## src/hw/rtl/evo_pkg.sv

```systemverilog
// shared constants, state encoding and control structs for the evenodd encoder
`timescale 1ns / 1ps
`default_nettype none
package evo_pkg;

    localparam int MAX_PRIME = 17;
    localparam int ROWS_MAX  = MAX_PRIME - 1;
    localparam int IDX_W     = $clog2(ROWS_MAX);
    localparam int PRIME_W   = 5;
    localparam int COL_W     = $clog2(MAX_PRIME);
    localparam int SUM_W     = $clog2(2 * MAX_PRIME);
    localparam int BYTE_W    = 8;
    localparam int S_TDATA_W = 8;
    localparam int M_TDATA_W = 16;

    localparam logic [PRIME_W-1:0] PRIME_RESET = PRIME_W'(5);
    localparam logic [PRIME_W-1:0] PRIME_MIN   = PRIME_W'(3);
    localparam logic [PRIME_W-1:0] PRIME_MAX   = PRIME_W'(MAX_PRIME);

    localparam logic KIND_ROW  = 1'b0;
    localparam logic KIND_DIAG = 1'b1;

    typedef enum logic [1:0] {
        ST_ACCUM,
        ST_EMIT_ROW,
        ST_EMIT_DIAG
    } evo_state_t;

    typedef struct packed {
        logic             acc_en;
        logic [IDX_W-1:0] acc_row;
        logic             acc_to_adj;
        logic [IDX_W-1:0] acc_diag;
        logic             load;
        logic             load_kind;
        logic [IDX_W-1:0] load_idx;
        logic             load_last;
        logic             clear;
    } evo_cmd_t;

    typedef struct packed {
        logic out_free;
    } evo_status_t;

endpackage
`default_nettype wire

```

## src/hw/rtl/evo_dp.sv

```systemverilog
// datapath: row and diagonal parity stores, adjuster and output register
`timescale 1ns / 1ps
`default_nettype none
module evo_dp (
    input  wire logic                          aclk,
    input  wire logic                          aresetn,
    input  wire evo_pkg::evo_cmd_t             cmd,
    output evo_pkg::evo_status_t               status,
    input  wire logic [evo_pkg::BYTE_W-1:0]    data_byte,
    output logic                               m_tvalid,
    input  wire logic                          m_tready,
    output logic [evo_pkg::M_TDATA_W-1:0]      m_tdata,
    output logic                               m_tuser,
    output logic                               m_tlast
);
    import evo_pkg::*;

    logic [BYTE_W-1:0] row_reg  [ROWS_MAX];
    logic [BYTE_W-1:0] diag_reg [ROWS_MAX];
    logic [BYTE_W-1:0] adj_reg;
    logic              out_valid_reg;
    logic [BYTE_W-1:0] out_byte_reg;
    logic              out_kind_reg;
    logic [IDX_W-1:0]  out_idx_reg;
    logic              out_last_reg;
    logic [BYTE_W-1:0] out_byte_next;

    assign status.out_free = !out_valid_reg || m_tready;

    // diagonal bytes leave with the adjuster folded in
    assign out_byte_next = cmd.load_kind ? (diag_reg[cmd.load_idx] ^ adj_reg)
                                         : row_reg[cmd.load_idx];

    always_ff @(posedge aclk) begin
        if (!aresetn || cmd.clear) begin
            for (int i = 0; i < ROWS_MAX; i++) begin
                row_reg[i]  <= '0;
                diag_reg[i] <= '0;
            end
            adj_reg <= '0;
        end else if (cmd.acc_en) begin
            row_reg[cmd.acc_row] <= row_reg[cmd.acc_row] ^ data_byte;
            if (cmd.acc_to_adj) begin
                adj_reg <= adj_reg ^ data_byte;
            end else begin
                diag_reg[cmd.acc_diag] <= diag_reg[cmd.acc_diag] ^ data_byte;
            end
        end
    end

    always_ff @(posedge aclk) begin
        if (!aresetn) begin
            out_valid_reg <= 1'b0;
        end else if (cmd.load) begin
            out_valid_reg <= 1'b1;
        end else if (m_tready) begin
            out_valid_reg <= 1'b0;
        end
    end

    always_ff @(posedge aclk) begin
        if (cmd.load) begin
            out_byte_reg <= out_byte_next;
            out_kind_reg <= cmd.load_kind;
            out_idx_reg  <= cmd.load_idx;
            out_last_reg <= cmd.load_last;
        end
    end

    assign m_tvalid = out_valid_reg;
    assign m_tdata  = M_TDATA_W'({out_idx_reg, out_byte_reg});
    assign m_tuser  = out_kind_reg;
    assign m_tlast  = out_last_reg;

endmodule
`default_nettype wire

```

## src/hw/rtl/evo_ctrl.sv

```systemverilog
// controller: prime register, stripe counters and parity readout sequencer
`timescale 1ns / 1ps
`default_nettype none
module evo_ctrl (
    input  wire logic                          aclk,
    input  wire logic                          aresetn,
    input  wire logic                          cfg_valid,
    output logic                               cfg_ready,
    input  wire logic [evo_pkg::PRIME_W-1:0]   cfg_data,
    input  wire logic                          s_tvalid,
    output logic                               s_tready,
    input  wire evo_pkg::evo_status_t          status,
    output evo_pkg::evo_cmd_t                  cmd
);
    import evo_pkg::*;

    evo_state_t          state_reg, state_next;
    logic [PRIME_W-1:0]  prime_reg, prime_next;
    logic [COL_W-1:0]    col_reg, col_next;
    logic [IDX_W-1:0]    row_reg, row_next;
    logic [IDX_W-1:0]    idx_reg, idx_next;
    logic [PRIME_W-1:0]  p_eff;
    logic [IDX_W-1:0]    last_row;
    logic [COL_W-1:0]    last_col;
    logic [SUM_W-1:0]    diag_sum;
    logic [SUM_W-1:0]    diag_wrap;

    assign p_eff = (prime_reg < PRIME_MIN) ? PRIME_MIN :
                   (prime_reg > PRIME_MAX) ? PRIME_MAX : prime_reg;
    assign last_row  = IDX_W'(p_eff - PRIME_W'(2));
    assign last_col  = COL_W'(p_eff - PRIME_W'(1));
    assign diag_sum  = SUM_W'(col_reg) + SUM_W'(row_reg);
    assign diag_wrap = diag_sum - SUM_W'(p_eff);

    assign cfg_ready = 1'b1;

    always_ff @(posedge aclk) begin
        if (!aresetn) begin
            state_reg <= ST_ACCUM;
            prime_reg <= PRIME_RESET;
            col_reg   <= '0;
            row_reg   <= '0;
            idx_reg   <= '0;
        end else begin
            state_reg <= state_next;
            prime_reg <= prime_next;
            col_reg   <= col_next;
            row_reg   <= row_next;
            idx_reg   <= idx_next;
        end
    end

    always_comb begin
        state_next     = state_reg;
        prime_next     = prime_reg;
        col_next       = col_reg;
        row_next       = row_reg;
        idx_next       = idx_reg;
        s_tready       = 1'b0;
        cmd            = '0;
        cmd.acc_row    = row_reg;
        cmd.acc_to_adj = (diag_sum == SUM_W'(last_col));
        cmd.acc_diag   = (diag_sum < SUM_W'(last_col)) ? IDX_W'(diag_sum)
                                                        : IDX_W'(diag_wrap);
        cmd.load_idx   = idx_reg;

        if (cfg_valid) begin
            // new prime drops any stripe in progress
            prime_next = cfg_data;
            col_next   = '0;
            row_next   = '0;
            idx_next   = '0;
            state_next = ST_ACCUM;
            cmd.clear  = 1'b1;
        end else begin
            case (state_reg)
                ST_ACCUM: begin
                    s_tready = 1'b1;
                    if (s_tvalid) begin
                        cmd.acc_en = 1'b1;
                        if (row_reg == last_row) begin
                            row_next = '0;
                            if (col_reg == last_col) begin
                                col_next   = '0;
                                idx_next   = '0;
                                state_next = ST_EMIT_ROW;
                            end else begin
                                col_next = col_reg + COL_W'(1);
                            end
                        end else begin
                            row_next = row_reg + IDX_W'(1);
                        end
                    end
                end
                ST_EMIT_ROW: begin
                    if (status.out_free) begin
                        cmd.load      = 1'b1;
                        cmd.load_kind = KIND_ROW;
                        if (idx_reg == last_row) begin
                            idx_next   = '0;
                            state_next = ST_EMIT_DIAG;
                        end else begin
                            idx_next = idx_reg + IDX_W'(1);
                        end
                    end
                end
                ST_EMIT_DIAG: begin
                    if (status.out_free) begin
                        cmd.load      = 1'b1;
                        cmd.load_kind = KIND_DIAG;
                        if (idx_reg == last_row) begin
                            // stores are read before this edge clears them
                            cmd.load_last = 1'b1;
                            cmd.clear     = 1'b1;
                            idx_next      = '0;
                            state_next    = ST_ACCUM;
                        end else begin
                            idx_next = idx_reg + IDX_W'(1);
                        end
                    end
                end
                default: begin
                    state_next = ST_ACCUM;
                end
            endcase
        end
    end

`ifndef SYNTH
    a_no_load_while_accum: assert property (@(posedge aclk) disable iff (!aresetn)
        cmd.load |-> (state_reg != ST_ACCUM))
        else $error("parity beat loaded while accumulating");

    a_counters_in_range: assert property (@(posedge aclk) disable iff (!aresetn)
        cmd.acc_en |-> (row_reg <= last_row) && (col_reg <= last_col))
        else $error("stripe counter out of range");

    a_last_returns_accum: assert property (@(posedge aclk) disable iff (!aresetn)
        (cmd.load && cmd.load_last) |=> (state_reg == ST_ACCUM) && (col_reg == '0)
                                        && (row_reg == '0))
        else $error("stripe did not restart after last parity beat");

    a_last_is_diag: assert property (@(posedge aclk) disable iff (!aresetn)
        (cmd.load && cmd.load_last) |-> (cmd.load_kind == KIND_DIAG)
                                        && (cmd.load_idx == last_row))
        else $error("last flag on wrong parity beat");
`endif

endmodule
`default_nettype wire

```

## src/hw/rtl/evenodd_parity_encoder_core.sv

```systemverilog
// top level of the evenodd parity encoder: controller plus datapath
//
// channel  dir  handshake            payload
// s_       in   s_tvalid/s_tready    s_tdata[7:0] data_byte
// m_       out  m_tvalid/m_tready    m_tdata[7:0] parity_byte, [11:8] row_index,
//                                    m_tuser parity_kind, m_tlast last
// cfg      in   cfg_valid/cfg_ready  cfg_data[4:0] prime_p
//
// data beats are taken one per cycle while no cfg write is pending, p*(p-1) per stripe, into flip-flop stores
// after the last data beat the readout emits 2*(p-1) parity beats,
// during which s_tready is low; m_tready low stalls the readout
// the next stripe's data is accepted while the final parity beat still waits
// reset (aresetn low, synchronous) sets p to 5 and clears all stripe state
`timescale 1ns / 1ps
`default_nettype none
module evenodd_parity_encoder_core (
    input  wire logic                          aclk,
    input  wire logic                          aresetn,
    input  wire logic                          cfg_valid,
    output logic                               cfg_ready,
    input  wire logic [evo_pkg::PRIME_W-1:0]   cfg_data,   // prime_p
    input  wire logic                          s_tvalid,
    output logic                               s_tready,
    input  wire logic [evo_pkg::S_TDATA_W-1:0] s_tdata,    // [7:0] data_byte
    output logic                               m_tvalid,
    input  wire logic                          m_tready,
    output logic [evo_pkg::M_TDATA_W-1:0]      m_tdata,    // [7:0] parity_byte, [11:8] row_index
    output logic                               m_tuser,    // parity_kind
    output logic                               m_tlast
);
    import evo_pkg::*;

    evo_cmd_t    cmd;
    evo_status_t status;

    evo_ctrl u_ctrl (
        .aclk      (aclk),
        .aresetn   (aresetn),
        .cfg_valid (cfg_valid),
        .cfg_ready (cfg_ready),
        .cfg_data  (cfg_data),
        .s_tvalid  (s_tvalid),
        .s_tready  (s_tready),
        .status    (status),
        .cmd       (cmd)
    );

    evo_dp u_dp (
        .aclk      (aclk),
        .aresetn   (aresetn),
        .cmd       (cmd),
        .status    (status),
        .data_byte (s_tdata[BYTE_W-1:0]),
        .m_tvalid  (m_tvalid),
        .m_tready  (m_tready),
        .m_tdata   (m_tdata),
        .m_tuser   (m_tuser),
        .m_tlast   (m_tlast)
    );

endmodule
`default_nettype wire

```

## config.mk

```make
export PLATFORM = sky130hd
export DESIGN_NAME = evenodd_parity_encoder_core
export DESIGN_NICKNAME = d
export VERILOG_FILES = /design/src/hw/rtl/evo_pkg.sv /design/src/hw/rtl/evo_dp.sv /design/src/hw/rtl/evo_ctrl.sv /design/src/hw/rtl/evenodd_parity_encoder_core.sv
export SDC_FILE = /design/constraint.sdc
export NUM_CORES = 1
export LEC_CHECK = 0
export BUFFER_PORTS_ARGS = -buffer_cell sky130_fd_sc_hd__clkbuf_2
export CORE_MARGIN = 1.5
export CORE_UTILIZATION = 55
export CTS_CLUSTER_DIAMETER = 50
export DETAILED_ROUTE_END_ITERATION = 6
export PLACE_DENSITY_LB_ADDON = 0.3
export SYNTH_ARGS = -nofsm -noshare
export SYNTH_HDL_FRONTEND = slang
export SYNTH_SLANG_ARGS = --single-unit
```

## constraint.sdc

```tcl
create_clock -name aclk -period 5.75 [get_ports aclk]
set_input_delay 0.2875 -clock aclk [delete_from_list [all_inputs] [get_ports aclk]]
set_output_delay 0.2875 -clock aclk [all_outputs]
set_load 0.02 [all_outputs]
```

# ---- Word level (Yosys, flattened, before mapping)
# Memories as Yosys holds them, arrays and structs flattened. A register that Yosys moved wholly into a read port is not among the register bits.
# Index checks and enable logic that the tools add are counted.
dict set report word_totals {
  ramBits 256
  input_bits 18
  mem_count 2
  reg_bits 43
  output_inout_bits 21
}
dict set report classes {
  order_cmp 3
  reduce_logical 17
  add_sub_neg 7
  n_eq_ne 14
  mux 56
  bitwise 7
}
# name words word_bits rd rd_clocked_by_memory_dff write_ports line
set memory_table {}
lappend memory_table {u_dp.diag_reg 16 8 2 1 16 evo_dp.sv:19} ;# logic [BYTE_W-1:0] diag_reg [ROWS_MAX];
lappend memory_table {u_dp.row_reg 16 8 2 2 16 evo_dp.sv:18} ;# logic [BYTE_W-1:0] row_reg [ROWS_MAX];
# op n
set ops {}
lappend ops {{two-way mux 4 bit} 15}
lappend ops {{bitwise XOR 8 bit} 4}
lappend ops {{two-way mux 8 bit} 3}
lappend ops {{two-way mux 2 bit} 11}
lappend ops {{two-way mux 1 bit} 21}
lappend ops {{OR reduction 8 bit} 2}
lappend ops {{two-way mux 5 bit} 3}
lappend ops {{!= test 2 x 1 -> 1 bit, second input constant} 5}
lappend ops {{adder 4 x 1 -> 4 bit, second input constant} 2}
lappend ops {{== test 4 bit} 2}
lappend ops {{case mux 4 bit (2 select lines)} 1}
lappend ops {{AND reduction 7 bit} 1}
lappend ops {{adder 5 x 4 -> 6 bit} 1}
lappend ops {{== test 6 x 5 -> 1 bit} 1}
lappend ops {{< comparator 6 x 5 -> 1 bit} 1}
lappend ops {{!= test 2 bit, second input constant} 3}
lappend ops {{case mux 2 bit (3 select lines)} 1}
lappend ops {{adder 5 x 1 -> 5 bit, second input constant} 1}
lappend ops {{== test 5 bit} 1}
lappend ops {{greater-than comparator 5 bit, second input constant} 1}
lappend ops {{< comparator 5 x 2 -> 1 bit, second input constant} 1}
lappend ops {{AND reduction 5 bit} 1}
lappend ops {{subtractor 5 x 1 -> 5 bit, second input constant} 1}
lappend ops {{case mux 2 bit (2 select lines)} 1}
lappend ops {{other kinds (13)} 20}

# ---- Logic depth before layout (Yosys ltp)
# Gate-level depths: netlist of run 1.
dict set report logic_depth {
  word_depth 14
  depth_mapped 20
}

# ---- Modules after synthesis
# Synthesis of run 1 repeated with hierarchy kept, for this count alone.
dict set report unflattened {
  hier_cells 1211
  area_unflattened_um2 16868.7
}
# module cells_each seq_area_each_um2 instances area_each_um2
set by_module_without_submodules {}
lappend by_module_without_submodules {evo_dp 1003 8287.9 1 15090.7}
lappend by_module_without_submodules {evo_ctrl 208 400.4 1 1778.0}

# ---- Least setup slack after synthesis of run 1
# No wires, ideal clock.
dict set report synth_timing {
  kind {register to register}
  start {register u_ctrl.prime_reg[2]}
  end {memory u_dp.diag_reg[0][3] (data pin)}
  path_stages_with_launch 18
  period_less_slack_ps 4465
  setup_time_ps 268
  t_arrival_ps 4197
  slack_ps 1285
  cell_sequence {dfxtp_1 > or3_1 > a211oi_4 > ha_1 > nor4b_1 > nor2_1 > ha_1 > a21oi_1 > and2_1 > clkbuf_1 > a311o_1 > clkbuf_1 > a21oi_1 > nor4_1 > o22ai_1 > o21ai_1 > buf_2 > a21oi_1}
}
# element line
set synth_rtl {}
lappend synth_rtl {{start: declaration} evo_ctrl.sv:18} ;# logic [PRIME_W-1:0] prime_reg, prime_next;
lappend synth_rtl {{start signal: assignment} evo_ctrl.sv:46} ;# prime_reg <= prime_next;
lappend synth_rtl {{end: declaration} evo_dp.sv:19}

==> impl_results.md, run 1 <==
* WL/cell at 27.22 um
* Nets at 1,447
* Status: completed
* Clock latency on the worst-skew pair at 0.54 ns
* Register area share after synthesis at 0.5237
* Die X at between 150 and 200 um
* Grt ovf at 0
* Num CTS Buffers at 38
* Final Skew at 0.02682 ns
* GR Util All Layers at 0.3168
* CTS tree: built
* ANT cells at 0
* Final Hold Vio Count at 0
* Num ports at 39
* Post-synth top area cell: edfxtp_1
* Initial antenna violation count at 0
* Layout cells sized above 1 at 0.2329
* Via Count at 12.62k
* Vias in the first global route at 12.21k
* Post-synth top cells: edfxtp_1, a21oi_1, nor2_1
* Via-to-Cell Ratio at 6.932
* Yosys reg bits at 307
* Synthesized area at 16,890 um2
* Die extent in y at 178.3 um
* Synthesized area per cell at 12.34 um2
* Crit path capture type: register
* Peak VDD IR at 0.0002278 V
* Final count of pins violating max slew at 0
* Initial core utilization at 0.5640
* Unrepaired setup endpoints after global routing: no
* Core Util, Final at 0.6276
* Synth area leaders: edfxtp_1, mux4_2, a21oi_1
* Asr flop ratio synth at 0
* Largest net degree at the start of global routing at 49
* Ratio of final minimum period to clock period at 0.9601
* Finish-stage setup viols at 0
* CTS clock-pin slew for the worst setup and hold paths at 0.06 ns
* Fillers at 2,266
* CTS H-tree lvls at 2
* YS warnings at 0
* Most used flip-flop cell after synthesis: edfxtp_1
* Post-layout min period at 5.520 ns
* Setup TNS at 0 ns
* Most common cell in the netlist: edfxtp_1
* Max-slew headroom at the worst pin at 0.1265
* Core area at roughly 30,000 um2
* Clock sinks at 307
* CP Class: register to register
* Die ar. at approximately 32,000 um2
* CP Data Arrival Time at 5.88 ns
* Iteration count of the initial detailed-routing pass at 6
* DP HPWL at 32,800 um
* Library cells used by synthesis at 70
* Clock Root Buffer: clkbuf_16
* Worst Max-Slew Pin Slew at about 1.3 ns
* Crit path max fanout at 17
* P_leak at 6.637 nW
* Critical path required time at 6.11 ns
* CTS max path bufs at 3
* HP Class: primary input to register
* F_max at around 180 MHz
* Critical Path Start Type: register
* Drt initial violations at 1,876
* Final WL at 49,550 um
* Area growth, synth to finish at 11.27%
* Routed Antenna Nets at 0
* # DRC at 0
* Port-buffer cells at 33
* Number of flops mapped to enable cells by yosys at 270
* First-pass GRT wire length at 73,730 um
* PD cells at 303.6 nW/um2
* Syn Inst Count at 1,369
* Top-area cell type share of the netlist area at 0.4799
* Max_cap viols at 0
* GPL Wtd Cong at 1.003
* Cell row count at 63
layer usage:
metal	wire length, um	vias up	GRT usage
met1	17850	6098	0.4172
met4	2603	0	0.1656
li1	-	5309	-
met3	6550	194	0.08248
met2	22540	1016	0.4859
met5	0	-	0
cells in the final DEF (no fill, tap or decap), drive strengths merged, types with 6 or more instances in the layout:
cell,n
a21o,11
a21oi,254
and2,7
and3,6
buf,73
clkbuf,76
clkinv,10
clkinvlp,6
dfxtp,37
edfxtp,270
ha,25
inv,19
mux4,120
nand2,96
nand2b,9
nand3,8
nand3b,9
nor2,157
nor2b,14
nor3,7
nor4,29
o21ai,42
o22ai,15
or2,6
or3,11
xnor2,21
xor2,20
timing repair:
action,4_1_cts,5_1_grt
gates resized for setup,0,1
hold endpoints to repair,0,0
buffers inserted,0,2
endpoints found under the setup margin,0,13
hold buffers,0,0
metrics by stage:
stage / area (um2) / power [mW] / cells / setup WS [ns] / hold slack (ns)
2_1_floorplan: 16910 / 3.081 / 1372 / 1.285 / 0.3494
3_3_place_gp: 17500 / 3.279 / 1750 / 0.5877 / 0.5028
3_5_place_dp: 17500 / 3.298 / 1750 / 0.4457 / 0.5139
4_1_cts: 18770 / 5.678 / 1818 / 0.3494 / 0.001513
5_1_grt: 18800 / 5.834 / 1820 / 0.009913 / 0.01616
6_report: 18800 / 5.707 / 1820 / 0.2296 / 0.002550
kinds of logic (layout without fill, tap and decap cells):
kind of cell / Yosys count / in the layout / synth area share
AND/OR/NAND/NOR: 377 / 377 / 0.1042
AO/OA/AOI/OAI: 359 / 359 / 0.1251
flip-flops: 307 / 307 / 0.5237
buffers and inverters: 129 / 187 / 0.03881
multiplexers: 125 / 125 / 0.1629
XOR/XNOR: 43 / 43 / 0.02392
adder cells (fa/ha/maj): 27 / 27 / 0.02088
other: 2 / 5 / 0.0004445
area by class of cell:
cell class | instances | area (um2) | share of cell area
tap | 390 | 488.0 | 0.02596
sequential | 307 | 8856 | 0.4711
inverter | 13 | 48.80 | 0.002596
clock buffer | 43 | 1012 | 0.05384
timing repair buffer | 106 | 725.7 | 0.03860
multi-input combinational | 936 | 7411 | 0.3942
clock inverter | 25 | 257.7 | 0.01371
path summary, 6_finish.rpt:
path                                    startpoint                                end  slack [ns]  cells after the start
setup reg to reg  u_ctrl.prime_reg[2]$_SDFFE_PN1P_  u_dp.diag_reg[0][2]$_SDFFCE_PN0P_        0.23                     15
hold / removal                         cfg_data[0]   u_ctrl.prime_reg[0]$_SDFFE_PN1P_       0.003                      3
hold reg to reg     u_ctrl.idx_reg[3]$_SDFFE_PP0P_      u_dp.out_idx_reg[3]$_DFFE_PP_        0.52                      0
setup / recovery  u_ctrl.prime_reg[2]$_SDFFE_PN1P_  u_dp.diag_reg[0][2]$_SDFFCE_PN0P_        0.23                     15
where the power goes:
group	internal [mW]	total [mW]	switching [mW]
Sequential	2.51	2.57	0.0584
Combinational	0.253	0.728	0.475
Clock	1.42	2.41	0.989
worst max-delay path: stages, from the launching register on:
cell and delay, ns:
dfxtp_1 0.36, or3_1 0.43, a211oi_4 0.28, ha_1 0.27
nor4b_1 0.42, nor2_1 0.11, ha_1 0.33, nand3_1 0.12
o21ba_2 0.34, or4_1 0.58, buf_4 0.38, a21oi_1 0.11
nor4_1 0.47, o22ai_1 0.19, or3_1 0.66, a21oi_1 0.29
Note: power is estimated with default switching activity, not from simulation.
==> inputs of run 2 (changes only) <==
--- a/config.mk
+++ b/config.mk
@@ -13,4 +13,5 @@
 export PLACE_DENSITY_LB_ADDON = 0.3
 export SYNTH_ARGS = -nofsm -noshare
 export SYNTH_HDL_FRONTEND = slang
+export SYNTH_HIERARCHICAL = 1
 export SYNTH_SLANG_ARGS = --single-unit
==> impl_results.md, run 2 <==
* Synth area leaders: edfxtp_1, mux4_2, nor2_1
* Die X at 178.1 um (about the same)
* Min-Delay Startpoint: cfg_data[2]
* Largest net degree at the start of global routing at 53 (+8.2%)
* Max-slew headroom at the worst pin at 0.3217 (+0.1952)
* Ratio of final minimum period to clock period at 0.9098 (-0.05022)
* YS warnings at 6 (+6)
* Final count of pins violating max slew at 0 (unchanged)
* Setup TNS at 0 ns (unchanged)
* Drt initial violations at 1,314 (-30%)
* Layout cells sized above 1 at 0.2557 (+0.02280)
* Via Count at 10.67k (-15%)
* Synthesized area at 16,870 um2 (-0.16%)
* Critical Path Start Type: register
* Hold Crit Depth at 3 (unchanged)
* Area growth, synth to finish at 10.21%
* Peak VDD IR at 0.0002292 V (+0.60%)
* Port-buffer cells at 33 (unchanged)
* Max_cap viols at 0 (unchanged)
* Via-to-Cell Ratio at 6.392 (-7.8%)
* CTS tree: built
* Capture point of the worst reg-to-reg path: u_dp/diag_reg[14][2]$_SDFFCE_PN0P_
* Initial antenna violation count at 1 (+1)
* Synthesized area per cell at 13.93 um2 (+13%)
* F_max at 191.1 MHz (+5.5%)
* CTS H-tree lvls at 2 (unchanged)
* Number of flops mapped to enable cells by yosys at 270 (unchanged)
* Clock latency on the worst-skew pair at 0.52 ns (-0.02 ns)
* Grt ovf at 0 (unchanged)
* Cells on worst reg2reg path at 15 (unchanged)
* # DRC at 0 (unchanged)
* Non-filler cells, final at 1,670 (-8.2%)
* Vias in the first global route at 10.66k (-13%)
* Clock sinks at 299 (-2.6%)
* First-pass GRT wire length at 64,890 um (-12%)
* # Post-CTS Setup Buffers at 0 (unchanged)
* Num CTS Buffers at 35 (-7.9%)
* CP Class: register to register
* Register area share after synthesis at 0.5151 (-0.008678)
* Fillers at 2,256 (-0.44%)
* Critical path required time at 5.94 ns (-0.17 ns)
* Library cells used by synthesis at 67 (-4.3%)
* Worst reg2reg path startpoint: u_ctrl/prime_reg[4]$_SDFFE_PN0P_
* Core area at 29,870 um2 (-0.26%)
* HP Class: primary input to register
* CTS max path bufs at 3 (unchanged)
* Yosys reg bits at 299 (-2.6%)
* Total power at 5.374 mW (-5.8%)
* Die extent in y at 178.1 um (about the same)
* Final Hold Vio Count at 0 (unchanged)
* PD cells at 289.1 nW/um2 (-4.8%)
* Top-area cell type share of the netlist area at 0.4806 (+0.0007475)
* Crit path capture type: register
* Leading cell types in the layout, fill and taps excluded: nor2_1, edfxtp_1, mux4_2
* Most used flip-flop cell after synthesis: edfxtp_1
* GPL Wtd Cong at 0.9006 (-10%)
* DP HPWL at 28,910 um (-12%)
* Status: completed
* GR Util All Layers at 0.2824 (-0.03442)
* Hold EP: u_ctrl/prime_reg[2]$_SDFFE_PN1P_
* Final WL at 43,270 um (-13%)
* Finish-stage setup viols at 0 (unchanged)
* Post-synth top cells: nor2_1, edfxtp_1, mux4_2
* WL/cell at 25.91 um (-4.8%)
* R2R Setup Slk at 0.52 ns (+0.29 ns)
* CTS clock-pin slew for the worst setup and hold paths at 0.05 ns (about the same)
* Worst Max-Slew Pin Slew at 1.012 ns (-0.2969 ns)
* Most common cell in the netlist: nor2_1
* Post-synth top area cell: edfxtp_1
* Placed cells at 1,607 (-8.2%)
* Post-layout min period at 5.232 ns (-0.2888 ns)
* Crit path max fanout at 12 (-5)
* Routed Antenna Nets at 0 (unchanged)
* Initial core utilization at 0.5646 (+0.0006087)
* P_leak at 6.491 nW (-2.2%)
* Num ports at 39 (unchanged)
* Clock Root Buffer: clkbuf_16
* Cell row count at 63 (unchanged)
* Nets at 1,297 (-10%)
* Asr flop ratio synth at 0 (unchanged)
* Syn Inst Count at 1,211 (-12%)
* Final Skew at 0.01696 ns (-0.009860 ns)
* Unrepaired setup endpoints after global routing: no
* Iteration count of the initial detailed-routing pass at 6 (unchanged)
* Commonest non-fill, non-tap cell in the layout: nor2_1
* CP Data Arrival Time at 5.42 ns (-0.46 ns)
* Die ar. at 31,730 um2 (-0.15%)
[run 2: changes by cell type in the layout (fill, tap and decap cells not counted), moves of 13 or more]
cell / before / now
a21oi_1: 239 / 18
a21oi_2: 15 / 1
buf_4: 72 / 39
mux2i_1: 5 / 38
mux2i_4: 0 / 26
nand2_1: 92 / 79
nor2_1: 155 / 292
nor4_1: 28 / 1
o21ai_0: 34 / 8
xor2_2: 0 / 22
[run 2: worst max path at each step]
stage                                                    end  slack (ns)  depth (start not counted)                              from
after floorplan            u_dp/diag_reg[2][1]$_SDFFCE_PN0P_        1.40                         17  u_ctrl/prime_reg[4]$_SDFFE_PN0P_
after global placement    u_dp/diag_reg[14][5]$_SDFFCE_PN0P_        0.46                         14  u_ctrl/prime_reg[4]$_SDFFE_PN0P_
after detailed placement  u_dp/diag_reg[14][2]$_SDFFCE_PN0P_        0.45                         14  u_ctrl/prime_reg[4]$_SDFFE_PN0P_
after CTS                 u_dp/diag_reg[14][2]$_SDFFCE_PN0P_        0.43                         14  u_ctrl/prime_reg[4]$_SDFFE_PN0P_
after global routing       u_dp/diag_reg[2][6]$_SDFFCE_PN0P_        0.12                         17  u_ctrl/prime_reg[4]$_SDFFE_PN0P_
final                     u_dp/diag_reg[14][2]$_SDFFCE_PN0P_        0.52                         15  u_ctrl/prime_reg[4]$_SDFFE_PN0P_
[run 2: where the power goes]
part           switching, mW  internal (mW)
combinational          0.423          0.277
clock                  0.871           1.31
sequential            0.0493           2.45
total                   1.34           4.03
[run 2: logic make-up after synthesis]
group	count (synthesis)	synth area share
other cells	2	0.0004452
simple gates	457	0.1162
buf+inv	87	0.03108
compound gates	77	0.03323
xor+xnor	74	0.06015
flops	299	0.5151
fa+ha+maj	23	0.01795
mux	192	0.2259
[run 2: per-stage QoR]
stage / util / worst slack [ns] / cell area (um2) / hold slack (ns)
after CTS: 0.6219 / 0.4259 / 18580 / 0.0001634
after global routing: 0.6222 / 0.1244 / 18590 / 0.01157
after global placement: 0.5841 / 0.4606 / 17450 / 0.5106
after floorplan: - / 1.398 / 16880 / 0.3494
final: 0.6223 / 0.5184 / 18590 / 0.01215
after detailed placement: 0.5841 / 0.4541 / 17450 / 0.5206
[run 2: final cells by class]
class	count	area [um2]	share of cell area
sequential	299	8698	0.4679
multi-input combinational	829	7716	0.4150
clock buffer	43	948.4	0.05101
timing repair buffer	75	508.0	0.02732
tap	390	488.0	0.02625
clock inverter	17	170.2	0.009153
inverter	16	60.06	0.003230
antenna	1	2.502	0.0001346
[run 2: critical path, cell delays in order, from the launching register on]
cell	delay [ns]
dfxtp_1	0.45
or4b_4	0.51
a21oi_4	0.25
ha_1	0.29
nor4b_1	0.31
a21oi_1	0.14
ha_1	0.33
nand3_1	0.10
nor2_1	0.11
a211oi_1	0.05
nand2_1	0.37
nor2_1	0.25
a21oi_4	0.50
nor3b_1	0.39
nand3_1	0.44
nand2_2	0.41
[run 2: per-layer routing]
metal  vias to the layer above  global-route usage  routed length [um]
li1                       4596                   -                   -
met1                      5335              0.3819               16650
met2                       630              0.4499               20440
met3                       113             0.04945                4186
met4                         0              0.1289                1993
met5                         -                   0                   0
[run 2: timing repair]
item | 4_1_cts | 5_1_grt
hold endpoints to repair | 1 | 0
hold buffers | 1 | 0
setup endpoints to repair | 0 | 8
gates resized for setup | 0 | 1
==> inputs of run 3 (changes only) <==
--- a/config.mk
+++ b/config.mk
@@ -6,8 +6,7 @@
 export NUM_CORES = 1
 export LEC_CHECK = 0
 export BUFFER_PORTS_ARGS = -buffer_cell sky130_fd_sc_hd__clkbuf_2
-export CORE_MARGIN = 1.5
-export CORE_UTILIZATION = 55
+export CORE_UTILIZATION = 63
 export CTS_CLUSTER_DIAMETER = 50
 export DETAILED_ROUTE_END_ITERATION = 6
 export PLACE_DENSITY_LB_ADDON = 0.3
==> impl_results.md, run 3 (same netlist as run 2, synthesis figures left out) <==
* Final WL at 43,610 um (+0.78%)
* Clock latency on the worst-skew pair at 0.53 ns (about the same)
* Hold Crit Depth at 3 (unchanged)
* Commonest non-fill, non-tap cell in the layout: nor2_1
* Min-Delay Startpoint: cfg_data[1]
* Drt initial violations at 1,550 (+18%)
* Final Hold Vio Count at 0 (unchanged)
* Crit path largest cell delay at 0.51 ns (about the same)
* Initial core utilization at 0.6455 (+0.08086)
* Capture point of the worst reg-to-reg path: u_dp/diag_reg[10][5]$_SDFFCE_PN0P_
* GR Util All Layers at 0.3274 (+0.04505)
* WP depth at 16 (+1)
* # DRC at 14 (+14)
* Critical Path Start Type: register
* P_leak at 6.526 nW (+0.53%)
* CTS max path bufs at 3 (unchanged)
* Dpl ws at 0.7522 ns (+0.2980 ns)
* # Post-CTS Setup Buffers at 0 (unchanged)
* Post-layout min period at 5.032 ns (-0.1998 ns)
* Cells on worst reg2reg path at 16 (+1)
* Hold EP: u_ctrl/prime_reg[1]$_SDFFE_PN0P_
* Ratio of final minimum period to clock period at 0.8751 (-0.03475)
* PD cells at 294.0 nW/um2 (+1.7%)
* Vias in the first global route at 11.05k (+3.7%)
* WL/cell at 26.94 um (+4.0%)
* Register area at 8698 um2 (unchanged)
* Area growth, synth to finish at 10.10%
* Area occupied by multi-input gates at 7705 um2 (-0.15%)
* Num CTS Buffers at 37 (+5.7%)
* Worst Max-Slew Pin Slew at 1.078 ns (+0.06575 ns)
* Die X at 165.6 um (-7.0%)
* Critical path required time at 6.00 ns (+0.06 ns)
* Port-buffer cells at 33 (unchanged)
* Layout cells sized above 1 at 0.2578 (+0.002120)
* Clock sinks at 299 (unchanged)
* Initial antenna violation count at 0 (-1)
* Crit path capture type: register
* Nets at 1,298 (+0.077%)
* Cell row count at 59 (-6.3%)
* Crit-path cells: or4b_4 -> a21oi_4 -> ha_1 -> nor4b_1 -> a21oi_1 -> ha_1 -> nand3_1 -> nor2_1 -> a211oi_1 -> nand2_1 -> a21oi_4 -> buf_4 -> mux4_2 -> mux2i_1 -> xor2_2 -> nor2_1
* Final Skew at 0.03100 ns (+0.01404 ns)
* Routed Antenna Nets at 0 (unchanged)
* Via Count at 10.96k (+2.7%)
* Via-to-Cell Ratio at 6.768 (+5.9%)
* Setup TNS at 0 ns (unchanged)
* Unrepaired setup endpoints after global routing: no
* CTS clock-pin slew for the worst setup and hold paths at 0.06 ns (about the same)
* CP Class: register to register
* GPL Wtd Cong at 0.8639 (-4.1%)
* Failing checks: DRC
* HP Class: primary input to register
* Num ports at 39 (unchanged)
* Core Util, Final at 0.7107 (+0.08835)
* Iteration count of the initial detailed-routing pass at 7 (+1)
* F_max at 198.7 MHz (+4.0%)
* Die extent in y at 165.6 um (-7.0%)
* Max-slew headroom at the worst pin at 0.2776 (-0.04407)
* Worst reg2reg path startpoint: u_ctrl/prime_reg[4]$_SDFFE_PN0P_
* Fillers at 1,707 (-24%)
* DP HPWL at 29,160 um (+0.86%)
* Status: finished, violations left
* CTS H-tree lvls at 2 (unchanged)
* Clock Root Buffer: clkbuf_16
* R2R Setup Slk at 0.72 ns (+0.20 ns)
* Critical path's slowest cell: or4b_4
* CP Data Arrival Time at 5.28 ns (-0.14 ns)
* Worst setup margin at 0.7182 ns (+0.1998 ns)
* Peak VDD IR at 0.0002333 V (+1.8%)
* Final count of pins violating max slew at 0 (unchanged)
* Grt ovf at 0 (unchanged)
* Crit path max fanout at 14 (+2)
* Die ar. at 27,430 um2 (-14%)
* ANT cells at 0 (-1)
* Max_cap viols at 0 (unchanged)
* First-pass GRT wire length at 66,130 um (+1.9%)
* Largest net degree at the start of global routing at 53 (unchanged)
* Leading cell types in the layout, fill and taps excluded: nor2_1, edfxtp_1, mux4_2
* Crit path max-delay family: simple AND/OR/NAND/NOR gates
* Crit path buffers/inverters at 1 (+1)
* Finish-stage setup viols at 0 (unchanged)
* CTS tree: built
* Core area at 26,130 um2 (-13%)
## run 3: cell type report
cell class              instances  share of cell area
multi-input cells             828              0.4149
clock inverters                19            0.009971
well taps                     335             0.02257
clock buffers                  47             0.05417
repair buffers                 75             0.02681
flip-flops and latches        299              0.4684
inverters                      16            0.003234
## run 3: per-layer routing
layer  up-vias  GRT usage  share of wire
met5         -          0              0
met4         0     0.1317          0.040
met3       135    0.06762           0.12
met2       772     0.5243           0.48
met1      5448     0.4446           0.36
li1       4602          -              -
## run 3: timing repair
action | 4_1_cts | 5_1_grt
hold endpoints to repair | 2 | 0
resized for setup | 0 | 0
hold buffers | 2 | 0
## run 3: worst max path at each step
stage	startpoint	endpoint	slack, ns
floorplan	u_ctrl/prime_reg[4]$_SDFFE_PN0P_	u_dp/diag_reg[2][1]$_SDFFCE_PN0P_	1.40
global placement	u_ctrl/prime_reg[4]$_SDFFE_PN0P_	u_dp/diag_reg[9][5]$_SDFFCE_PN0P_	0.86
detailed placement	u_ctrl/prime_reg[4]$_SDFFE_PN0P_	u_dp/diag_reg[10][5]$_SDFFCE_PN0P_	0.75
CTS	u_ctrl/prime_reg[4]$_SDFFE_PN0P_	u_dp/diag_reg[10][5]$_SDFFCE_PN0P_	0.73
global route	u_ctrl/prime_reg[4]$_SDFFE_PN0P_	u_dp/diag_reg[8][5]$_SDFFCE_PN0P_	0.36
finish	u_ctrl/prime_reg[4]$_SDFFE_PN0P_	u_dp/diag_reg[10][5]$_SDFFCE_PN0P_	0.72
## run 3: worst register-to-register path: stages (launching register included)
cell and delay, ns:
dfxtp_1 0.44, or4b_4 0.51, a21oi_4 0.25, ha_1 0.28, nor4b_1 0.27, a21oi_1 0.13
ha_1 0.33, nand3_1 0.12, nor2_1 0.06, a211oi_1 0.20, nand2_1 0.25, a21oi_4 0.50
buf_4 0.34, mux4_2 0.34, mux2i_1 0.24, xor2_2 0.42, nor2_1 0.10
## run 3: where the power goes
| part | internal (mW) | switching [mW] | total, mW |
|---|---|---|---|
| clock | 1.35 | 0.920 | 2.27 |
| combinational | 0.273 | 0.414 | 0.687 |
| sequential | 2.45 | 0.0573 | 2.50 |
## run 3: through the flow
step           area (um2)  hold WS [ns]  cells  power, mW
2_1_floorplan       16880        0.3494   1214      3.048
3_3_place_gp        17360        0.5037   1551      3.204
3_5_place_dp        17360        0.5143   1551      3.221
4_1_cts             18570       0.03341   1619      5.479
5_1_grt             18570       0.04209   1619      5.611
6_report            18570       0.04423   1619      5.461
